**config.mk**
```make
export PLATFORM = sky130hd
export DESIGN_NAME = adfc_ctrl
export DESIGN_NICKNAME = d
export VERILOG_FILES = /design/src/rtl/core/address_decoder_firing_core_assert.svh /design/src/rtl/core/adfc_pkg.sv /design/src/rtl/core/adfc_ctrl.sv
export SDC_FILE = /design/constraint.sdc
export NUM_CORES = 1
export LEC_CHECK = 0
export BUFFER_PORTS_ARGS = -buffer_cell sky130_fd_sc_hd__clkbuf_2
export CAP_MARGIN = 25
export CORE_MARGIN = 4
export CORE_UTILIZATION = 43
export CTS_BUF_LIST = sky130_fd_sc_hd__clkbuf_4 sky130_fd_sc_hd__clkbuf_8
export CTS_CLUSTER_SIZE = 16
export DETAILED_ROUTE_END_ITERATION = 10
export HOLD_SLACK_MARGIN = 0.08
export PLACE_DENSITY = 0.74
export RECOVER_POWER = 25
export SYNTH_ARGS = -nofsm -noshare
export SYNTH_HDL_FRONTEND = slang
export SYNTH_SLANG_ARGS = --single-unit
```
**constraint.sdc**
```tcl
create_clock -name clock -period 2.7 [get_ports clock]
set_clock_uncertainty 0.2 [all_clocks]
set_input_delay 0.405 -clock clock [delete_from_list [all_inputs] [get_ports clock]]
set_output_delay 0.405 -clock clock [all_outputs]
set_load 0.005 [all_outputs]
```
**src/rtl/core/address_decoder_firing_core_assert.svh**
```systemverilog
// Assertion macros for the address decoder firing core.
// The including scope must provide signals named clock and reset.
`ifndef ADDRESS_DECODER_FIRING_CORE_ASSERT_SVH
`define ADDRESS_DECODER_FIRING_CORE_ASSERT_SVH

// Check that b holds in the same cycle as a.
`define ADFC_ASSERT_SAME(label, a, b, msg) \
   label: assert property (@(posedge clock) disable iff (reset) (a) |-> (b)) \
      else $error(msg);

// Check that b holds in the cycle after a.
`define ADFC_ASSERT_NEXT(label, a, b, msg) \
   label: assert property (@(posedge clock) disable iff (reset) (a) |=> (b)) \
      else $error(msg);

`endif

```
**src/rtl/core/adfc_pkg.sv**
```systemverilog
// Shared constants, types and controller/datapath interface structs
// for the address decoder firing core. No dependencies.
package adfc_pkg;

   // Store geometry
   localparam int ELEMENT_COUNT = 2048;
   localparam int MAX_SYNAPSES  = 12;
   localparam int IMAGE_PIXELS  = 1024;

   // Arithmetic constants: weight is +/-64, applied as a shift
   localparam int PIXEL_OFFSET = 127;
   localparam int SYN_SHIFT    = 6;

   // Output word layout
   localparam int WORD_BITS  = 64;
   localparam int WORD_LIMIT = 32;
   localparam int WORD_RAW   = (ELEMENT_COUNT + WORD_BITS - 1) / WORD_BITS;
   localparam int WORD_COUNT = (WORD_RAW > WORD_LIMIT) ? WORD_LIMIT : WORD_RAW;
   localparam int EVAL_ELEMS = WORD_COUNT * WORD_BITS;

   // Field widths
   localparam int CMD_W      = 2;
   localparam int PIX_IDX_W  = 10;
   localparam int PIX_VAL_W  = 8;
   localparam int ELEM_IDX_W = 11;
   localparam int SLOT_W     = 4;
   localparam int POS_W      = 12;
   localparam int THR_W      = 18;
   localparam int WORD_IDX_W = 5;
   localparam int COUNT_W    = 4;
   localparam logic [COUNT_W-1:0] COUNT_RESET = 4'd6;

   // Request tdata layout, lowest field first
   localparam int PIX_IDX_LSB  = 0;
   localparam int PIX_VAL_LSB  = PIX_IDX_LSB + PIX_IDX_W;
   localparam int ELEM_IDX_LSB = PIX_VAL_LSB + PIX_VAL_W;
   localparam int SLOT_LSB     = ELEM_IDX_LSB + ELEM_IDX_W;
   localparam int POS_LSB      = SLOT_LSB + SLOT_W;
   localparam int THR_LSB      = POS_LSB + POS_W;
   localparam int REQ_DATA_W   = 64;
   localparam int RSP_DATA_W   = 72;

   // Memory address widths
   localparam int SYN_DEPTH = ELEMENT_COUNT * MAX_SYNAPSES;
   localparam int SYN_AW    = $clog2(SYN_DEPTH);
   localparam int ELEM_AW   = $clog2(ELEMENT_COUNT);
   localparam int PIX_AW    = $clog2(IMAGE_PIXELS);
   localparam int ITER_W    = $clog2(EVAL_ELEMS);

   // Sum width: 16-bit contributions accumulated, wide enough for the threshold
   localparam int CONTRIB_W = 16;
   localparam int SUM_RAW   = CONTRIB_W + $clog2(MAX_SYNAPSES);
   localparam int SUM_W     = ((SUM_RAW > THR_W) ? SUM_RAW : THR_W) + 1;

   typedef enum logic [CMD_W-1:0] {
      CMD_LOAD_PIXEL     = 2'd0,
      CMD_LOAD_SYNAPSE   = 2'd1,
      CMD_LOAD_THRESHOLD = 2'd2,
      CMD_EVALUATE       = 2'd3
   } cmd_type;

   typedef enum logic [1:0] {
      CTRL_IDLE,
      CTRL_EVAL,
      CTRL_DRAIN
   } ctrl_state_type;

   // Controller to datapath
   typedef struct packed {
      logic                  wr_pixel;
      logic                  wr_synapse;
      logic                  wr_threshold;
      logic                  issue;
      logic                  slot_used;
      logic                  first;
      logic                  last;
      logic                  pad;
      logic                  word_end;
      logic                  last_word;
      logic [WORD_IDX_W-1:0] word_index;
      logic [SYN_AW-1:0]     syn_addr;
      logic [ELEM_AW-1:0]    thr_addr;
   } dp_cmd_type;

   // Datapath to controller
   typedef struct packed {
      logic busy;
   } dp_status_type;

endpackage

```
**src/rtl/core/adfc_ctrl.sv**
```systemverilog
// Sequencer for the address decoder firing core: accepts requests, holds the
// synapse count register and walks elements and slots. Uses adfc_pkg.
module adfc_ctrl (
   input  logic                               clock,
   input  logic                               reset,
   input  logic                               req_tvalid,
   output logic                               req_tready,
   input  logic [adfc_pkg::CMD_W-1:0]         req_tuser,
   input  logic                               csr_valid,
   output logic                               csr_ready,
   input  logic [adfc_pkg::COUNT_W-1:0]       csr_data,
   input  adfc_pkg::dp_status_type            dp_status,
   output adfc_pkg::dp_cmd_type               dp_cmd
);

   adfc_pkg::ctrl_state_type            state_ff, state_in;
   logic [adfc_pkg::COUNT_W-1:0]        count_ff, count_in;
   logic [adfc_pkg::SLOT_W-1:0]         slot_ff, slot_in;
   logic [adfc_pkg::ITER_W-1:0]         elem_ff, elem_in;
   logic [adfc_pkg::SYN_AW-1:0]         base_ff, base_in;
   logic [adfc_pkg::WORD_IDX_W-1:0]     word_ff, word_in;

   adfc_pkg::cmd_type                   req_cmd;
   logic [adfc_pkg::COUNT_W:0]          used;
   logic [adfc_pkg::SLOT_W-1:0]         last_slot;
   logic                                pad;
   logic                                slot_end;
   logic                                word_end;
   logic                                last_word;

   assign req_cmd = adfc_pkg::cmd_type'(req_tuser);

   // Saturate the synapse count and find the last slot of an element
   assign used = ((adfc_pkg::COUNT_W+1)'(count_ff) > (adfc_pkg::COUNT_W+1)'(adfc_pkg::MAX_SYNAPSES))
                 ? (adfc_pkg::COUNT_W+1)'(adfc_pkg::MAX_SYNAPSES)
                 : (adfc_pkg::COUNT_W+1)'(count_ff);
   assign last_slot = (used == '0) ? '0 : adfc_pkg::SLOT_W'(used - 1'b1);

   // Element and word position flags
   assign pad       = 32'(elem_ff) >= adfc_pkg::ELEMENT_COUNT;
   assign slot_end  = pad || (slot_ff == last_slot);
   assign word_end  = elem_ff[5:0] == 6'h3F;
   assign last_word = word_ff == adfc_pkg::WORD_IDX_W'(adfc_pkg::WORD_COUNT - 1);

   // Register update
   always_ff @(posedge clock) begin
      if (reset) begin
         state_ff <= adfc_pkg::CTRL_IDLE;
         count_ff <= adfc_pkg::COUNT_RESET;
         slot_ff  <= '0;
         elem_ff  <= '0;
         base_ff  <= '0;
         word_ff  <= '0;
      end else begin
         state_ff <= state_in;
         count_ff <= count_in;
         slot_ff  <= slot_in;
         elem_ff  <= elem_in;
         base_ff  <= base_in;
         word_ff  <= word_in;
      end
   end

   // Take configuration writes at any time
   assign csr_ready = 1'b1;
   assign count_in  = csr_valid ? csr_data : count_ff;

   // Next state
   always_comb begin
      state_in = state_ff;
      unique case (state_ff)
         adfc_pkg::CTRL_IDLE: begin
            if (req_tvalid && req_cmd == adfc_pkg::CMD_EVALUATE) begin
               state_in = adfc_pkg::CTRL_EVAL;
            end
         end
         adfc_pkg::CTRL_EVAL: begin
            if (slot_end && word_end) begin
               state_in = adfc_pkg::CTRL_DRAIN;
            end
         end
         adfc_pkg::CTRL_DRAIN: begin
            if (!dp_status.busy) begin
               state_in = (word_ff == '0) ? adfc_pkg::CTRL_IDLE : adfc_pkg::CTRL_EVAL;
            end
         end
         default: state_in = adfc_pkg::CTRL_IDLE;
      endcase
   end

   // Clear the counters while idle; advance slot, element and word counters while evaluating
   always_comb begin
      slot_in = slot_ff;
      elem_in = elem_ff;
      base_in = base_ff;
      word_in = word_ff;
      if (state_ff == adfc_pkg::CTRL_IDLE) begin
         slot_in = '0;
         elem_in = '0;
         base_in = '0;
         word_in = '0;
      end else if (state_ff == adfc_pkg::CTRL_EVAL) begin
         if (slot_end) begin
            slot_in = '0;
            elem_in = elem_ff + 1'b1;
            base_in = base_ff + adfc_pkg::SYN_AW'(adfc_pkg::MAX_SYNAPSES);
            if (word_end) begin
               word_in = last_word ? '0 : word_ff + 1'b1;
            end
         end else begin
            slot_in = slot_ff + 1'b1;
         end
      end
   end

   // Outputs
   always_comb begin
      dp_cmd            = '0;
      dp_cmd.syn_addr   = base_ff + adfc_pkg::SYN_AW'(slot_ff);
      dp_cmd.thr_addr   = adfc_pkg::ELEM_AW'(elem_ff);
      dp_cmd.word_index = word_ff;
      req_tready        = 1'b0;
      unique case (state_ff)
         adfc_pkg::CTRL_IDLE: begin
            req_tready          = 1'b1;
            dp_cmd.wr_pixel     = req_tvalid && req_cmd == adfc_pkg::CMD_LOAD_PIXEL;
            dp_cmd.wr_synapse   = req_tvalid && req_cmd == adfc_pkg::CMD_LOAD_SYNAPSE;
            dp_cmd.wr_threshold = req_tvalid && req_cmd == adfc_pkg::CMD_LOAD_THRESHOLD;
         end
         adfc_pkg::CTRL_EVAL: begin
            dp_cmd.issue     = 1'b1;
            dp_cmd.slot_used = !pad && (used != '0);
            dp_cmd.first     = slot_ff == '0;
            dp_cmd.last      = slot_end;
            dp_cmd.pad       = pad;
            dp_cmd.word_end  = word_end;
            dp_cmd.last_word = last_word;
         end
         adfc_pkg::CTRL_DRAIN: begin
            req_tready = 1'b0;
         end
         default: req_tready = 1'b0;
      endcase
   end

endmodule

```
==> impl_summary.log <==
INFO  metric status = finished, final reports clean
INFO  metric time_the_worst_path_needs_with_i_o_delays_and_setup = roughly 2600 ps
INFO  metric worstHoldPathType = in2reg
INFO  metric die_w = 83.13 µm
INFO  metric area_growth = 15.62%
INFO  metric synth.yosys.seq_area_share = 0.3216
INFO  metric pin_count_of_the_biggest_net_entering_global_routing = 33
INFO  metric critical_path_source = base_ff[4]
INFO  metric globalRouteOverflowTotal = 0
INFO  metric gr-usage-met2 = 0.2828
INFO  metric root_buffer = clkbuf_8
INFO  metric vias_per_cell = roughly 5.6
INFO  metric boundaryPins = 54
INFO  metric arrival_time_at_the_worst_endpoint = ~2000 ps
INFO  metric p_leak = between 1 and 1.5 nW
INFO  metric worstHoldPathCells = 2
INFO  metric reg2reg_slack = approximately 180 ps
INFO  metric first_global_vias = 2098
INFO  metric worstRegToRegCells = 7
INFO  metric core = between 5000 and 6000 µm²
INFO  metric tritoncts_num_sinks = 39
INFO  metric clock.fmax = between 300 and 400 MHz
INFO  metric cts_hold_repair.buffers = 0
INFO  metric total_power = 1.085 mW
INFO  metric grt_first_pass_wirelength = approximately 9900 µm
INFO  metric syn-mean-instance-area = a little over 8 µm²
INFO  metric crit_path_start_kind = flip-flop
INFO  metric drive_gt1_frac = 0.2303
INFO  metric globalplace.congestion = 0.8799
INFO  metric routed_wl = just under 6000 µm
INFO  metric vias = between 2000 and 2500
INFO  metric r2r-end = elem_ff[3]
INFO  metric n_fill_cell = around 530
INFO  metric grt_usage = 0.1696
INFO  metric worst_pin_slew = roughly 590 ps
INFO  metric setup_repair_after_global_routing_missed_its_margin = false
INFO  metric wire_per_inst = between 10 and 15 µm
INFO  metric report.final.hold_viol_count = 0
INFO  metric most_common_library_cell_in_the_layout_ignoring_fill_and_taps = clkbuf_2
INFO  metric report.final.setup_viol = 0
INFO  metric synth.ff_latch_count = 39
INFO  metric grt_antenna_before_repair = 0
INFO  metric buffer_ports.inserted = slightly above 50
INFO  metric seq_area = 784.5 µm²
INFO  metric asyncSetResetFlopFracSynth = 0
INFO  metric synth_top_cells_by_area = dfxtp_1 32%, a21oi_1 5.8%, ha_1 4.6%
INFO  metric max_cap_violations = 0
INFO  metric clkTransAtPathRegs = around 80 ps
INFO  metric drt_pre_antenna_iters = 5
INFO  metric r2r_start = count_ff[0]
INFO  metric syn_nets = 318
INFO  metric setup_total_negative_slack = 0 ps
INFO  metric grt.met1_usage = 0.2222
INFO  metric antenna_cells = 0
INFO  metric clockBufferDepth = 2
INFO  metric least_setup_slack_across_all_paths_after_layout = approximately 120 ps
INFO  metric multi_input_area = 1484 µm²
INFO  metric irDropWorstVdd = 0.1762 mV
INFO  metric commonest_cells_after_routing_fill_and_taps_aside = 46 x clkbuf_2, 36 x dfxtp_1, 29 x nor2_1, 28 x a21oi_1, 20 x nand2_1
INFO  metric fp.dieH = 83.13 µm
INFO  metric fp.dieArea = 6911 µm²
INFO  metric period_share = 0.9567
INFO  metric timing.hold.worst_endpoint = count_ff[2]
INFO  metric post-cts-setup-buffer-count = 0
INFO  metric critPathCaptureType = output pin
INFO  metric cp_required = around 2100 ps
INFO  metric source_to_sink_clock_delay_at_the_later_pin_of_the_worst_skew_pair = around 290 ps
INFO  metric max_slew_violation_total_from_the_final_report = 0
INFO  metric setup_slack_at_placement = 207.6 ps
INFO  metric synth_top_area_cell = dfxtp_1
INFO  metric cellPowerDensity = between 300 and 400 nW/µm²
INFO  metric number_of_distinct_library_cells_after_synthesis = 57
INFO  metric initial_utilization = 0.4408
INFO  metric critical_path.max_fanout = 9
INFO  metric timing_worst_setup_path_type = reg2out
INFO  metric rows = 27
INFO  metric number_of_nets_at_the_end_of_the_flow = around 360
INFO  metric yosys_warnings = 0
INFO  metric cts_max_level = 2
INFO  metric worst_slew_margin_rel = 0.6039
INFO  metric tritoncts = done
INFO  metric synthCells = approximately 300
INFO  metric syn-cell-area = approximately 2400 µm²
INFO  metric grt_use_met3 = 0.03274
INFO  metric yosys_most_used_dff = dfxtp_1
INFO  metric drt_drc = 0
INFO  metric grt.busiest_layer = met2
INFO  metric detailedPlacementHpwl = roughly 4300 µm
INFO  metric antenna_left = 0
INFO  metric number_of_drc_violations_after_detailed_routing_iteration_0 = between 100 and 150
INFO  metric cts_buffers = 5
INFO  metric synth_top_area_share = 0.3216
INFO  metric synth-edff-count = 0
INFO  metric hold_start = csr_data[2]
-- Yosys cell counts, types with 5 or more instances --
cell       n
dfxtp_1   39
nor2_1    29
a21oi_1   28
nand2_1   20
inv_1     12
or4_1     10
ha_1       9
o21ai_0    9
o31ai_1    9
or3_1      9
nand3_1    8
nor3_1     8
xor2_1     8
clkbuf_1   7
nand4_1    7
xnor2_1    7
buf_4      5
nand4b_1   5
o41ai_1    5
-- critical path, stage by stage, from the launching register on --
cell and delay, ps:
dfxtp_1 500, nand4_1 290, or2_2 410, nor3_1 190, xor2_1 170, clkbuf_2 130
-- metrics by stage --
stage	area [µm²]	cells	hold slack [ps]	util
after floorplan	2427	297	263.5	-
after global placement	2719	407	275.7	0.4938
after detailed placement	2719	407	297.7	0.4938
after CTS	2810	415	118.7	0.5103
after global routing	2806	415	128.3	0.5097
final	2806	415	124.0	0.5097
-- state kept, by name, indices dropped and copies added, names as in the netlist --
name / count
base_ff: 13
count_ff: 4
elem_ff: 11
slot_ff: 4
state_ff: 2
word_ff: 5
-- final cells by class --
type | instances | area share
Inverter | 12 | 0.01605
Clock inverter | 1 | 0.001783
Sequential cell | 39 | 0.2795
Clock buffer | 7 | 0.02987
Multi-Input combinational cell | 225 | 0.5288
Tap cell | 72 | 0.03210
Timing Repair Buffer | 59 | 0.1119
-- power by group --
group | internal [mW] | switching (mW) | total [mW] | leakage [nW]
Clock | 0.202 | 0.202 | 0.404 | 0.0491
Sequential | 0.580 | 0.00881 | 0.589 | 0.317
Combinational | 0.0351 | 0.0575 | 0.0926 | 0.711
-- logic make-up (layout without fill, tap and decap cells) --
logic type | Yosys count | after routing | synth area share
other | 2 | 2 | 0.003094
adder cells (fa/ha/maj) | 10 | 10 | 0.05464
buffers and inverters | 33 | 79 | 0.07062
multiplexers | 4 | 4 | 0.01650
AND/OR/NAND/NOR | 120 | 120 | 0.2778
XOR/XNOR | 15 | 15 | 0.05413
flip-flops | 39 | 39 | 0.3216
AO/OA/AOI/OAI | 74 | 74 | 0.2015
-- how the worst max path moves through the flow --
stage | endpoint | slack (ps) | cells past startpoint
2_1_floorplan | dp_cmd[34] | 420 | 7
3_3_place_gp | elem_ff[5] | 300 | 7
3_5_place_dp | base_ff[7] | 210 | 7
4_1_cts | dp_cmd[25] | 50 | 5
5_1_grt | dp_cmd[23] | 2 | 5
6_report | dp_cmd[23] | 120 | 5
-- metal layers --
metal | share of wire | vias to the layer above
met5 | 0 | -
met4 | 0.011 | 0
met3 | 0.031 | 4
met2 | 0.49 | 48
met1 | 0.47 | 1112
li1 | - | 1169
-- what timing repair did --
action / in CTS / in global routing
resized for setup: 1 / 4
setup endpoints to repair: 1 / 1
endpoints found under the hold margin: 0 / 0
pin swaps: 0 / 0
(Power assumes the default switching activity.)
